<file path="src/design/jacobi_linear_solver_unit_assert.svh">
// Assertion macros used by the solver unit
`ifndef JACOBI_LINEAR_SOLVER_UNIT_ASSERT_SVH
`define JACOBI_LINEAR_SOLVER_UNIT_ASSERT_SVH

// Implication checked every clock outside reset
`define JLS_ASSERT_IMPL(label, clk, rst_n, cond, prop) \
    label: assert property (@(posedge clk) disable iff (!rst_n) (cond) |-> (prop)) \
        else $error("assertion failed");

// Next-cycle implication checked outside reset
`define JLS_ASSERT_NEXT(label, clk, rst_n, cond, prop) \
    label: assert property (@(posedge clk) disable iff (!rst_n) (cond) |=> (prop)) \
        else $error("assertion failed");

`endif

</file>
<file path="src/design/jls_pkg.sv">
package jls_pkg;

    localparam int ORDER   = 32;
    localparam int VALUE_W = 32;
    localparam int SUM_W   = 48;
    localparam int ACC_W   = 64;

    typedef enum logic [1:0] {
        CMD_LOAD_A   = 2'd0,
        CMD_LOAD_B   = 2'd1,
        CMD_LOAD_X   = 2'd2,
        CMD_START    = 2'd3
    } t_cmd;

    localparam logic CFG_THRESHOLD = 1'b0;
    localparam logic CFG_LIMIT     = 1'b1;

    typedef struct packed {
        logic [1:0]         command;
        logic [4:0]         row;
        logic [4:0]         column;
        logic signed [31:0] value_in;
    } t_in_item;

    typedef struct packed {
        logic [4:0]         index;
        logic signed [31:0] solution;
        logic               last;
        logic               converged;
        logic [15:0]        sweeps;
        logic [47:0]        error_sum;
    } t_out_item;

    typedef enum logic [3:0] {
        ST_IDLE,
        ST_MAC,
        ST_MAC_WAIT,
        ST_ROW,
        ST_DIV,
        ST_UPDATE,
        ST_CHECK,
        ST_ERR,
        ST_ERR_WAIT,
        ST_OUT
    } t_state;

    typedef struct packed {
        logic start;
        logic zero_div;
        logic neg;
    } t_div_ctl;

    function automatic logic [SUM_W-1:0] sat_add48(input logic [SUM_W-1:0] s,
                                                   input logic [ACC_W-1:0] m);
        logic [ACC_W:0] t;
        begin
            t = {1'b0, m} + {{(ACC_W-SUM_W+1){1'b0}}, s};
            if (t[ACC_W:SUM_W] != '0) begin
                sat_add48 = '1;
            end else begin
                sat_add48 = t[SUM_W-1:0];
            end
        end
    endfunction

    function automatic logic signed [ACC_W-1:0] sat_add64(input logic signed [ACC_W-1:0] a,
                                                          input logic signed [ACC_W-1:0] b);
        logic signed [ACC_W-1:0] t;
        begin
            t = a + b;
            if (a[ACC_W-1] == b[ACC_W-1] && t[ACC_W-1] != a[ACC_W-1]) begin
                sat_add64 = a[ACC_W-1] ? {1'b1, {(ACC_W-1){1'b0}}} : {1'b0, {(ACC_W-1){1'b1}}};
            end else begin
                sat_add64 = t;
            end
        end
    endfunction

    function automatic logic signed [31:0] clamp32(input logic signed [ACC_W:0] v);
        begin
            if (v > $signed(65'sh7FFFFFFF)) begin
                clamp32 = 32'sh7FFFFFFF;
            end else if (v < -$signed(65'sh80000000)) begin
                clamp32 = 32'sh80000000;
            end else begin
                clamp32 = v[31:0];
            end
        end
    endfunction

endpackage

</file>
<file path="src/design/jls_divider.sv">
// Restoring divider, one quotient bit per cycle; quotient saturates to 32 bits
module jls_divider (
    input  logic                      i_clk,
    input  logic                      i_rst_n,
    input  jls_pkg::t_div_ctl         i_ctl,
    input  logic signed [63:0]        i_num,
    input  logic signed [31:0]        i_den,
    output logic                      o_done,
    output logic signed [31:0]        o_quot
);
    logic [63:0] r_rem, n_rem;
    logic [63:0] r_q, n_q;
    logic [63:0] r_den;
    logic        r_neg;
    logic [6:0]  r_cnt;
    logic        r_busy;
    logic        r_done;
    logic [64:0] shifted;
    logic [64:0] trial;
    logic signed [64:0] signed_q;

    always_comb begin
        shifted = {r_rem, r_q[63]};
        trial   = shifted - {1'b0, r_den};
        if (!trial[64]) begin
            n_rem = trial[63:0];
            n_q   = {r_q[62:0], 1'b1};
        end else begin
            n_rem = shifted[63:0];
            n_q   = {r_q[62:0], 1'b0};
        end
    end

    always_ff @(posedge i_clk) begin
        if (!i_rst_n) begin
            r_busy <= 1'b0;
            r_done <= 1'b0;
            r_cnt  <= '0;
        end else begin
            r_done <= 1'b0;
            if (i_ctl.start) begin
                r_busy <= 1'b1;
                r_cnt  <= 7'd64;
            end else if (r_busy) begin
                r_cnt <= r_cnt - 7'd1;
                if (r_cnt == 7'd1) begin
                    r_busy <= 1'b0;
                    r_done <= 1'b1;
                end
            end
        end
    end

    always_ff @(posedge i_clk) begin
        if (i_ctl.start) begin
            r_rem <= '0;
            r_q   <= i_num[63] ? 64'(-i_num) : i_num;
            r_den <= i_den[31] ? 64'(-{{32{i_den[31]}}, i_den}) : {32'd0, i_den};
            r_neg <= i_num[63] ^ i_den[31];
        end else if (r_busy) begin
            r_rem <= n_rem;
            r_q   <= n_q;
        end
    end

    // magnitude quotient is unsigned 64 bits; apply sign then clamp
    assign signed_q = r_neg ? -$signed({1'b0, r_q}) : $signed({1'b0, r_q});
    assign o_done   = r_done;
    assign o_quot   = jls_pkg::clamp32(signed_q);
endmodule

</file>
<file path="config.mk">
export PLATFORM = sky130hd
export DESIGN_NAME = jls_divider
export DESIGN_NICKNAME = d
export VERILOG_FILES = /design/src/design/jacobi_linear_solver_unit_assert.svh /design/src/design/jls_pkg.sv /design/src/design/jls_divider.sv
export SDC_FILE = /design/constraint.sdc
export NUM_CORES = 1
export LEC_CHECK = 0
export ABC_AREA = 1
export BUFFER_PORTS_ARGS = -buffer_cell sky130_fd_sc_hd__clkbuf_2
export CAP_MARGIN = 25
export CORE_MARGIN = 2
export CORE_UTILIZATION = 25
export DETAILED_ROUTE_END_ITERATION = 8
export REMOVE_ABC_BUFFERS = 1
export SYNTH_ARGS = -nofsm -noshare
export SYNTH_HDL_FRONTEND = slang
export SYNTH_SLANG_ARGS = --single-unit
</file>
<file path="constraint.sdc">
create_clock -name i_clk -period 3.58 [get_ports i_clk]
set_input_delay 0.358 -clock i_clk [delete_from_list [all_inputs] [get_ports i_clk]]
set_output_delay 0.358 -clock i_clk [all_outputs]
set_load 0.05 [all_outputs]
</file>
==> run metrics <==
final period utilization 105.7%; synth warn 0; worst setup path class flop to primary output; post-synth cell types 48; Slew Viols, Final 0; worst setup margin -203.3 ps; num rows just over 100; Yosys reg bits around 200; Die Height 281.8 um; register area share after synthesis 27.64%; Hold WC Path Type primary input to flop; Worst Setup End Kind primary output; nets 3,610; Post-Place Cell Area 21,920 um2; pwr/cell area 329.2 nW/um2; Buf/Inv on CP 4; outcome complete, but fails checks; fraction of layout cells with a size suffix above 1 17.18%; mapped cell area 19,300 um2; Top Family by Delay on Critical Path simple AND/OR/NAND/NOR gates; Layout area overhead 28.16%; area occupied by multi-input gates 12,910 um2; final hold vios 0; final setup vio count 31; GRT Overall Usage 16.93%; drt drc 0; clock net sink count 202; root buffer cell clkbuf_16; Tmin final 3783 ps; Clk pin slew, worst setup/hold paths 60 ps; DR iter-0 viols around 1,300; remaining global-route overflow 0; f_max 264.3 MHz; Register-to-Register Path Depth 16; critical path cell sequence buf_6, nor2_4, nand2_4, nor2_1, nand2_1, nor2_1, buf_4, nand2_1, nand2_1, nand2_1, nand2_2, nand4_1, nor3_2, nand3_2, nand2_4, clkbuf_16, nand2_2, nand2_4, buf_12; worst slew pin tran 739.6 ps; NetSw roughly 2.8 mW; post-route ant nets 0; worst vdd ir 0.2969 mV; failing checks setup timing; Slew HR 50.69%; total number of vias about 21,000; Initial Utilization 25.33%; commonest non-fill, non-tap cell in the layout nand2_1; most frequent cells in the layout nand2_1, inv_1, nor2_1, nand3_1, o21ai_0; Synth area leader edfxtp_1; Reg power frac 35.0%; Top-Level Pins 134; max incr delay on CP 440 ps; Die X-Extent 281.8 um; initial antenna violation count 4; max_cap viols 0; combinational power share 31.4%; Sw Ratio around a third; top cell type's share of synthesized area 20.07%; vias per std cell 4.606; Final Wtd Congestion slightly below 1; crit path launch type flop; Clock power frac 33.6%; worst-path maximum fanout 8; Avg WL per Cell 15.52 um; worst skew pair latency 590 ps; Non-Filler Instances about 4,500; clock buffer count from CTS 26; leakage power figure 11.41 nW; syn avg cell area between 6 and 7 um2; Critical Path Stages 19; Max clock buf depth 3; Critical Path AT 3430 ps; final instance area 24,730 um2; Post-Synthesis Cells 3,163; vias in the first global route 19,865; H-Tree Depth 1; Detailed Routing Iterations Pass 1 5; FF/Latch Area 5335 um2; Internal 5.296 mW; FILL cells approximately 8,400; placed cells about 4,300; CP dominant cell by count nand2_1; clock skew 40.89 ps; Worst EP required 3220 ps; critical path's slowest cell edfxtp_1; largest net degree at the start of global routing 78; HPWL after detailed placement 55,060 um; first-pass GRT wire length ~110,000 um; die area 79,440 um2; worst hold stages 3; port bufs 131; RSZ-0062 raised after global routing true; CTS tree yes; synth top area cells edfxtp_1, nand2_1, inv_1; Core Footprint around 76,000 um2; drt total wl ~70,000 um
==> repair_timing <==
| action | in CTS | in global routing |
|---|---|---|
| hold buffers | 2 | 0 |
| endpoints found under the hold margin | 3 | 0 |
| buffers inserted | 64 | 38 |
| setup endpoints to repair | 31 | 42 |
| pin swaps | 35 | 66 |
| gates cloned | 6 | 3 |
| resized for setup | 158 | 137 |
==> sequential cells by signal, summed over array words and instances, names as in the netlist <==
signal	flops
r_busy	1
r_den	64
r_rem	64
r_cnt	7
o_done	1
r_neg	1
r_q	64
==> power by group through the flow <==
stage | Combinational, mW | Sequential [mW] | Clock (mW)
final | 2.56 | 2.85 | 2.74
after global routing | 2.78 | 2.87 | 2.91
after CTS | 2.36 | 2.84 | 2.82
after detailed placement | 2.08 | 2.90 | 0
after global placement | 2.07 | 2.89 | 0
after floorplan | 1.27 | 2.85 | 0
==> synth_stat cells, drive strengths merged <==
cell / n
nand2: 986
inv: 474
nor2: 458
nand3: 284
o21ai: 173
edfxtp: 129
a21oi: 99
xor2: 82
dfxtp: 73
ha: 70
xnor2: 48
clkbuf: 47
nor3: 47
nand4: 37
nand3b: 32
buf: 26
o21bai: 15
a31oi: 14
nor4: 14
o21a: 11
or2: 11
a21boi: 8
a21o: 7
o211ai: 5
o31ai: 3
nor3b: 2
a211oi: 1
a31o: 1
and3: 1
conb: 1
fa: 1
o2111ai: 1
o211a: 1
o32ai: 1
==> tightest hold or removal path, delay by kind of cell <==
| family | cells | cell delay, ps |
|---|---|---|
| buffers and inverters | 1 | 90 |
| AO/OA/AOI/OAI | 1 | 60 |
| AND/OR/NAND/NOR | 1 | 40 |
==> cell type report <==
| type | instances | area share, % |
|---|---|---|
| clock inverter | 7 | 0.4654 |
| inverter | 474 | 7.193 |
| antenna | 1 | 0.01012 |
| tap | 1030 | 5.210 |
| multi-input combinational | 2447 | 52.20 |
| clock buffer | 41 | 3.141 |
| timing repair buffer | 287 | 10.21 |
| sequential | 202 | 21.57 |
==> kinds of logic after synthesis <==
group / synth area share [%]
adder cells (fa/ha/maj): 4.642
XOR/XNOR: 5.900
other: 0.01943
AO/OA/AOI/OAI: 9.699
flip-flops: 27.64
AND/OR/NAND/NOR: 41.00
buffers and inverters: 11.09
==> through the flow <==
| step | hold WS (ps) | power (mW) | setup slack [ps] | util [%] | TNS [ps] |
|---|---|---|---|---|---|
| after floorplan | 448.8 | 4.120 | -1182 | - | -105390 |
| after global placement | 461.5 | 4.966 | 231.7 | 28.77 | 0 |
| after detailed placement | 464.2 | 4.975 | 220.9 | 28.77 | 0 |
| after CTS | 42.95 | 8.017 | -165.6 | 31.42 | -4603 |
| after global routing | 88.48 | 8.561 | -339.4 | 32.46 | -9951 |
| final | 70.92 | 8.143 | -203.3 | 32.46 | -5845 |
==> layer usage <==
| metal | vias up | wire, um | GRT usage [%] |
|---|---|---|---|
| li1 | 10598 | - | - |
| met3 | 136 | 3452 | 2.395 |
| met2 | 502 | 33430 | 30.07 |
| met5 | - | 37 | 0 |
| met1 | 9434 | 30240 | 21.05 |
| met4 | 6 | 2520 | 5.155 |
==> worst paths after layout <==
check	startpoint	to	slack (ps)
setup / recovery	r_q[6]	o_quot[30]	-200
hold / removal	i_num[0]	r_q[0]	70
setup reg to reg	r_q[63]	r_rem[62]	260
hold reg to reg	r_rem[42]	r_rem[42]	470
Power figures use the tool's default switching activity.
