--- config.mk ---
export PLATFORM = sky130hd
export DESIGN_NAME = jls_ram
export DESIGN_NICKNAME = d
export VERILOG_FILES = /design/src/design/jacobi_linear_solver_unit_assert.svh /design/src/design/jls_ram.sv
export SDC_FILE = /design/constraint.sdc
export NUM_CORES = 1
export LEC_CHECK = 0
export BUFFER_PORTS_ARGS = -buffer_cell sky130_fd_sc_hd__buf_2
export CAP_MARGIN = 15
export CORE_UTILIZATION = 36
export CTS_CLUSTER_SIZE = 40
export DETAILED_ROUTE_END_ITERATION = 10
export GPL_TIMING_DRIVEN = 0
export HOLD_SLACK_MARGIN = 0.05
export MAX_ROUTING_LAYER = met4
export PLACE_DENSITY = 0.47
export SYNTH_ARGS = -nofsm -noshare
export SYNTH_HDL_FRONTEND = slang
export SYNTH_SLANG_ARGS = --single-unit
export TNS_END_PERCENT = 100
--- constraint.sdc ---
create_clock -name i_clk -period 5.1 [get_ports i_clk]
set_input_delay 0 -clock i_clk [delete_from_list [all_inputs] [get_ports i_clk]]
set_output_delay 0 -clock i_clk [all_outputs]
set_load 0.05 [all_outputs]
--- src/design/jacobi_linear_solver_unit_assert.svh ---
// Assertion macros used by the solver unit
`ifndef JACOBI_LINEAR_SOLVER_UNIT_ASSERT_SVH
`define JACOBI_LINEAR_SOLVER_UNIT_ASSERT_SVH

// Implication checked every clock outside reset
`define JLS_ASSERT_IMPL(label, clk, rst_n, cond, prop) \
    label: assert property (@(posedge clk) disable iff (!rst_n) (cond) |-> (prop)) \
        else $error("assertion failed");

// Next-cycle implication checked outside reset
`define JLS_ASSERT_NEXT(label, clk, rst_n, cond, prop) \
    label: assert property (@(posedge clk) disable iff (!rst_n) (cond) |=> (prop)) \
        else $error("assertion failed");

`endif

--- src/design/jls_ram.sv ---
module jls_ram #(
    parameter int WIDTH = 32,
    parameter int DEPTH = 32
) (
    input  logic                     i_clk,
    input  logic                     i_we,
    input  logic [$clog2(DEPTH)-1:0] i_waddr,
    input  logic [WIDTH-1:0]         i_wdata,
    input  logic [$clog2(DEPTH)-1:0] i_raddr,
    output logic [WIDTH-1:0]         o_rdata
);
    logic [WIDTH-1:0] r_mem [DEPTH];

    always_ff @(posedge i_clk) begin
        if (i_we) begin
            r_mem[i_waddr] <= i_wdata;
        end
        o_rdata <= r_mem[i_raddr];
    end
endmodule

==> run_results.csv, run 1 <==
group,metric,value,unit
outcome,status,"completed",
synthesis,synth.net_count,2304,
synthesis,syn_inst,2260,
setup_path,crit_family,"buffers and inverters",
cts,root_buffer,"clkbuf_16",
setup_path,critPathLaunchType,"input port",
cts,path_clk_slew,0.06,ns
sta,setup-tns-final,0,ns
layout,final_area,47300,um^2
cts,htree_levels,3,
placement,pre_cts_slack,2.44,ns
synthesis,synth-xor-area-share,0,%
drt,vias,21056,
synthesis,synthArstFlopShare,0,%
sta,clock.fmax,490,MHz
cts,cts_tree,"yes",
setup_path,crit_slowest_cell,"clkbuf_1",
global_routing,grtUsageTotal,19.4,%
setup_path,slowest_delay,0.62,ns
sta,drv_slew,0,
placement,portBuffers,74,
synthesis,synth_seq_area_share,77.5,%
synthesis,yosys.area.top_type_share,76.0,%
sta,setup_violations,0,
drt,ant_nets,0,
layout,multi_input_area,8580,um^2
power_and_ir_drop,swShare,22.0,%
layout,num-fill-cells,9924,
sta,setup_ws,3.06,ns
setup_path,critPathRequiredTime,5.54,ns
synthesis,synth_edf_count,1024,
sta,tightest_slew,1.14,ns
worst_hold_path,hold_class,"input port to register",
synthesis,synth_warnings,0,
die,initial_core_util,36.4,%
synthesis,synthTopCellsByArea,"edfxtp_1, mux2i_1, a22oi_1",
power_and_ir_drop,p_int,0.0143,W
drt,first_pass_iters,5,
layout,drive_above_1_share,13.9,%
global_routing,antenna_found_initial,6,
power_and_ir_drop,p_seq_share,52.9,%
global_routing,overflow,0,
synthesis,ys_types,25,
power_and_ir_drop,power_density,387,nW/um^2
placement,dpl.hpwl,69400,um
setup_path,r2r-start,"r_mem[1][12]",
synthesis,synth_top_family_by_area,"multiplexers",
die,die_x,337,um
setup_path,cp.depth,8,
setup_path,crit_chain,"buf_2 -> nor2_1 -> buf_2 -> clkbuf_1 -> a22o_1 -> nor3_1 -> a31oi_1 -> nand3_1",
drt,drt-total-wl,107000,um
die,chipHeight,337,um
die,rows,122,
synthesis,syn_area,40500,um^2
layout,seq_area,31400,um^2
placement,place.gp.congestion,0.788,
drt,viasPerCell,5.14,
power_and_ir_drop,peakVddDrop,0.000236,V
synthesis,synthSimpleGateAreaFrac,3.10,%
drt,drtIter0Drc,1545,
synthesis,synth_seq_cells,1056,
cts,clockBufferDepth,3,
setup_path,r2r_cells,5,
worst_hold_path,min_path_cells,3,
synthesis,synthAdderAreaFrac,0,%
power_and_ir_drop,p_leak,16.3,nW
synthesis,synth_mux_area_share,12.7,%
setup_path,r2r_slack,3.18,ns
placement,placed_cell_area,43600,um^2
synthesis,avgSynthCellArea,17.9,um^2
drt,drc,0,
layout,num-nets-final,2553,
worst_hold_path,min_to,"r_mem[16][1]",
layout,final_util,42.6,%
die,die_area,114000,um^2
die,core_area,111000,um^2
worst_hold_path,worstHoldStart,"i_waddr[2]",
global_routing,grt_pass1_vias,21523,
synthesis,synth_ff_type,"edfxtp_1",
power_and_ir_drop,p_sw,0.00402,W
setup_path,crit_top_cell,"buf_2",
global_routing,grt_max_degree,33,
sta,report.final.hold_viol_count,0,
job,cap_violations,0,
global_routing,grt_pass1_wl,152000,um
setup_path,critPathBufInv,3,
setup_path,critical_path_class,"input port to register",
cts,cts_buffers,109,
power_and_ir_drop,clkPwrFrac,40.9,%
setup_path,endpoint_kind,"register",
sta,min_period,2.04,ns
setup_path,cp_max_fo,10,
layout,areaGrowthSynthToFinish,16.9,%
power_and_ir_drop,pwr-share-comb,6.2,%
cts,cts.sinks,1056,
synthesis,synth_compound_area_share,4.85,%
drt,wl_per_cell,26.2,um
sta,maxSlewHeadroom,24.0,%
setup_path,worstReg2RegEnd,"o_rdata[12]",
synthesis,synth.largest_area_cell,"edfxtp_1",
sta,timing.final.crit_share,40.0,%
sta,fin_skew,0.0203,ns
die,pin_count,76,
sta,rsz0062_at_grt,"false",
cts,clkLatencyLatePin,0.68,ns
setup_path,crit_arrival,2.48,ns
## worst min-delay path, delay by kind of cell
family	cells	cell delay, ns
buf+inv	1	0.15
simple gates	2	0.42
## through the flow
| step | hold WS, ns | instances | power [W] |
|---|---|---|---|
| 4_1_cts | 0.0613 | 4089 | 0.0185 |
| 6_report | 0.105 | 4093 | 0.0183 |
| 2_1_floorplan | 0.0989 | 2260 | 0.0105 |
| 3_3_place_gp | 0.471 | 3822 | 0.0110 |
| 5_1_grt | 0.104 | 4091 | 0.0189 |
| 3_5_place_dp | 0.469 | 3854 | 0.0110 |
## timing repair
item	CTS	global route
hold buffers	32	0
buffers inserted	0	0
endpoints found under the hold margin	1024	0
gates resized for setup	0	0
## routing by layer
layer | vias up | track usage (%) | wire length [um]
li1 | 9495 | - | -
met1 | 10948 | 25.1 | 46900
met2 | 490 | 32.1 | 53000
met3 | 123 | 2.87 | 5380
met4 | 0 | 4.52 | 1800
met5 | - | - | 0
## Yosys cell counts, types with 15 or more instances
master and number:
a22o_1 64, a31oi_1 32, nor2_1 34, a22oi_1 96, mux2i_1 512, nand3_1 98, dfxtp_1 32, edfxtp_1 1024
nand2_1 98, nor3_1 32, a21oi_1 96, buf_2 26, buf_6 15, clkbuf_1 46, buf_4 33
## power groups by stage
stage	clock network (W)	registers (W)	logic [W]
global placement	0	0.00986	0.00109
CTS	0.00765	0.00968	0.00116
detailed placement	0	0.00986	0.00113
global route	0.00798	0.00969	0.00121
floorplan	0	0.00998	0.000498
finish	0.00748	0.00968	0.00114
## worst max-delay path by stage
stage	start	slack, ns	to
final	i_raddr[1]	3.06	o_rdata[12]
after global placement	i_waddr[1]	0.71	r_mem[16][16]
after floorplan	i_waddr[1]	2.67	r_mem[12][0]
after global routing	i_raddr[1]	2.96	o_rdata[11]
after CTS	i_raddr[1]	3.17	o_rdata[14]
after detailed placement	i_raddr[1]	2.44	o_rdata[14]
## layout make-up
cell class                      instances  share of cell area, %
Buffer                                127                   1.59
Clock buffer                          158                   6.41
Tap cell                             1488                   3.93
Timing Repair Buffer                  138                   2.91
Clock inverter                         45                  0.656
Multi-Input combinational cell       1077                   18.1
Sequential cell                      1056                   66.3
Antenna cell                            4                 0.0212
## flip-flops by register name, summed over array words and instances, names as in the netlist
signal and flops:
o_rdata 32, r_mem 1024
## logic make-up after synthesis
group / Yosys count
multiplexers: 512
flip-flops: 1056
AND/OR/NAND/NOR: 277
AO/OA/AOI/OAI: 288
buffers and inverters: 127
## layout by cell type (no fill, tap or decap), drive strengths merged, types with 37 or more instances in the layout
| cell type | count |
|---|---|
| edfxtp | 1024 |
| buf | 185 |
| mux2i | 512 |
| nand2 | 98 |
| clkbuf | 206 |
| a22oi | 96 |
| clkinv | 37 |
| a22o | 64 |
| a21oi | 96 |
| nand3 | 98 |
(Power assumes the default switching activity.)
==> run 2: changes to the inputs <==
==> constraint.sdc (replaced) <==
create_clock -name i_clk -period 2 [get_ports i_clk]
set_input_delay 0 -clock i_clk [delete_from_list [all_inputs] [get_ports i_clk]]
set_output_delay 0 -clock i_clk [all_outputs]
set_load 0.05 [all_outputs]
==> run 2 against run 1 <==
  * Flip-flop and latch count unchanged
  * Worst hold slack improved by 0.027 ns
  * Critical endpoint is now o_rdata[13]
  * Sequential share of layout area decreased by 0.74 points
  * Die area unchanged
  * Count of clock-buffer cells in the layout decreased by 22
  * Sequential power increased to 2.6 times the previous value
  * Largest power group unchanged
  * Cell count increased by 0.20%
  * Design area increased by 1.1%
  * Critical path type unchanged
  * Global-route usage about the same
  * Clock power increased to 2.8 times the previous value
==> run_results.csv, run 2 (synthesis gave the netlist of run 1 again) <==
group,metric,value,unit
drt,first_pass_iters,5,
die,die_x,337,um
setup_path,crit_top_cell,"clkbuf_1",
setup_path,critical_path_class,"input port to register",
sta,timing.final.crit_share,92.9,%
sta,fin_skew,0.0131,ns
power_and_ir_drop,clkPwrFrac,43.6,%
layout,drive_above_1_share,15.2,%
power_and_ir_drop,p_leak,16.6,nW
cts,root_buffer,"clkbuf_16",
power_and_ir_drop,p_sw,0.0106,W
drt,drc,0,
setup_path,slowest_delay,0.63,ns
setup_path,cp_max_fo,10,
die,initial_core_util,36.4,%
layout,num-fill-cells,9870,
worst_hold_path,worstHoldStart,"i_raddr[3]",
power_and_ir_drop,pwr-share-comb,5.9,%
power_and_ir_drop,peakVddDrop,0.000769,V
layout,areaGrowthSynthToFinish,18.2,%
power_and_ir_drop,power_density,1020,nW/um^2
setup_path,critPathLaunchType,"input port",
setup_path,worstReg2RegEnd,"o_rdata[13]",
drt,ant_nets,0,
die,die_area,114000,um^2
setup_path,critPathBufInv,3,
sta,setup_violations,0,
placement,pre_cts_slack,-0.550,ns
cts,cts_tree,"yes",
global_routing,grt_pass1_vias,21447,
die,chipHeight,337,um
placement,dpl.hpwl,70400,um
drt,drtIter0Drc,1728,
drt,viasPerCell,5.13,
layout,largest_register,"r_mem",
setup_path,crit_arrival,2.34,ns
sta,setup-tns-final,0,ns
die,pin_count,76,
setup_path,r2r_slack,0.15,ns
setup_path,r2r_cells,5,
drt,drt-total-wl,107000,um
cts,clkLatencyLatePin,0.68,ns
layout,num-nets-final,2556,
worst_hold_path,min_to,"o_rdata[31]",
job,cap_violations,0,
setup_path,crit_slowest_cell,"clkbuf_1",
global_routing,overflow,0,
power_and_ir_drop,p_int,0.0383,W
global_routing,grt_max_degree,33,
cts,cts.sinks,1056,
placement,place.gp.congestion,0.784,
drt,wl_per_cell,26.1,um
setup_path,r2r-start,"r_mem[7][13]",
sta,clock.fmax,538,MHz
setup_path,crit_family,"buffers and inverters",
drt,vias,21054,
setup_path,critPathRequiredTime,2.48,ns
sta,tightest_slew,1.09,ns
sta,drv_slew,0,
worst_hold_path,hold_class,"input port to register",
setup_path,endpoint_kind,"register",
layout,mostFrequentLayoutCell,"edfxtp_1",
layout,final_util,43.1,%
worst_hold_path,min_path_cells,5,
global_routing,grtUsageTotal,19.4,%
cts,cts_buffers,110,
sta,report.final.hold_viol_count,0,
die,core_area,111000,um^2
layout,largest_register_ffs,1024,
power_and_ir_drop,p_seq_share,50.5,%
cts,post-cts-setup-buffer-count,0,
power_and_ir_drop,swShare,21.6,%
cts,clockBufferDepth,3,
sta,rsz0062_at_grt,"false",
sta,maxSlewHeadroom,27.1,%
layout,final_cell_mix,"edfxtp_1, mux2i_1, clkbuf_16",
global_routing,antenna_found_initial,5,
cts,htree_levels,3,
global_routing,grt_pass1_wl,152000,um
cts,path_clk_slew,0.06,ns
outcome,status,"completed",
setup_path,crit_chain,"buf_2 -> or2_2 -> clkbuf_1 -> clkbuf_1 -> nor3_1 -> a31oi_1 -> nand3_1",
layout,top_regs,"r_mem: 1024 flops, o_rdata: 32 flops",
sta,min_period,1.86,ns
sta,whs,0.133,ns
die,rows,122,
placement,portBuffers,74,
sta,setup_ws,0.141,ns
power_and_ir_drop,total_power,0.0489,W
==> run 2: power by group through the flow <==
stage	registers, W	clock network, W	logic (W)
after detailed placement	0.0252	0	0.00288
final	0.0247	0.0213	0.00289
after global placement	0.0252	0	0.00278
after global routing	0.0247	0.0226	0.00310
after CTS	0.0247	0.0217	0.00294
after floorplan	0.0255	0	0.00127
==> run 2: per-stage QoR <==
| step | cells | cell area, um^2 |
|---|---|---|
| 5_1_grt | 4097 | 47800 |
| 3_5_place_dp | 3854 | 43700 |
| 6_report | 4101 | 47800 |
| 4_1_cts | 4095 | 47800 |
| 3_3_place_gp | 3822 | 42700 |
| 2_1_floorplan | 2260 | 40500 |
==> run 2: cell type report <==
class | count | area, um^2 | area share, %
Tap cell | 1488 | 1860 | 3.89
Antenna cell | 6 | 15.0 | 0.0314
Clock buffer | 136 | 3030 | 6.32
Timing Repair Buffer | 140 | 1430 | 2.98
Buffer | 127 | 754 | 1.58
Multi-Input combinational cell | 1077 | 8590 | 17.9
Clock inverter | 71 | 788 | 1.65
Sequential cell | 1056 | 31400 | 65.6
==> run 2: worst register-to-register path: cells and delay by family, from the launching register on <==
| kind | cells | cell delay, ns |
|---|---|---|
| AO/OA/AOI/OAI | 2 | 0.74 |
| AND/OR/NAND/NOR | 2 | 0.37 |
| multiplexers | 1 | 0.18 |
| flip-flops | 1 | 0.36 |
==> run 2: routing by layer <==
metal / wire length [um] / global-route usage [%]
met5: 0 / -
met3: 6390 / 3.52
met1: 46300 / 25.0
met2: 52300 / 31.7
met4: 1960 / 4.99
==> run 2: how the worst max path moves through the flow <==
stage | startpoint | to | slack (ns) | depth (start not counted)
3_5_place_dp | i_raddr[2] | o_rdata[14] | -0.55 | 7
3_3_place_gp | i_waddr[1] | r_mem[16][18] | -2.44 | 4
4_1_cts | r_mem[7][13] | o_rdata[13] | 0.13 | 5
5_1_grt | i_raddr[3] | o_rdata[13] | 0.02 | 7
6_report | i_raddr[3] | o_rdata[13] | 0.14 | 7
2_1_floorplan | i_waddr[1] | r_mem[12][0] | -0.43 | 3
==> run 2: timing repair <==
item | 4_1_cts | 5_1_grt
gates resized for setup | 0 | 3
hold buffers | 34 | 0
endpoints found under the setup margin | 0 | 1
endpoints found under the hold margin | 1026 | 0
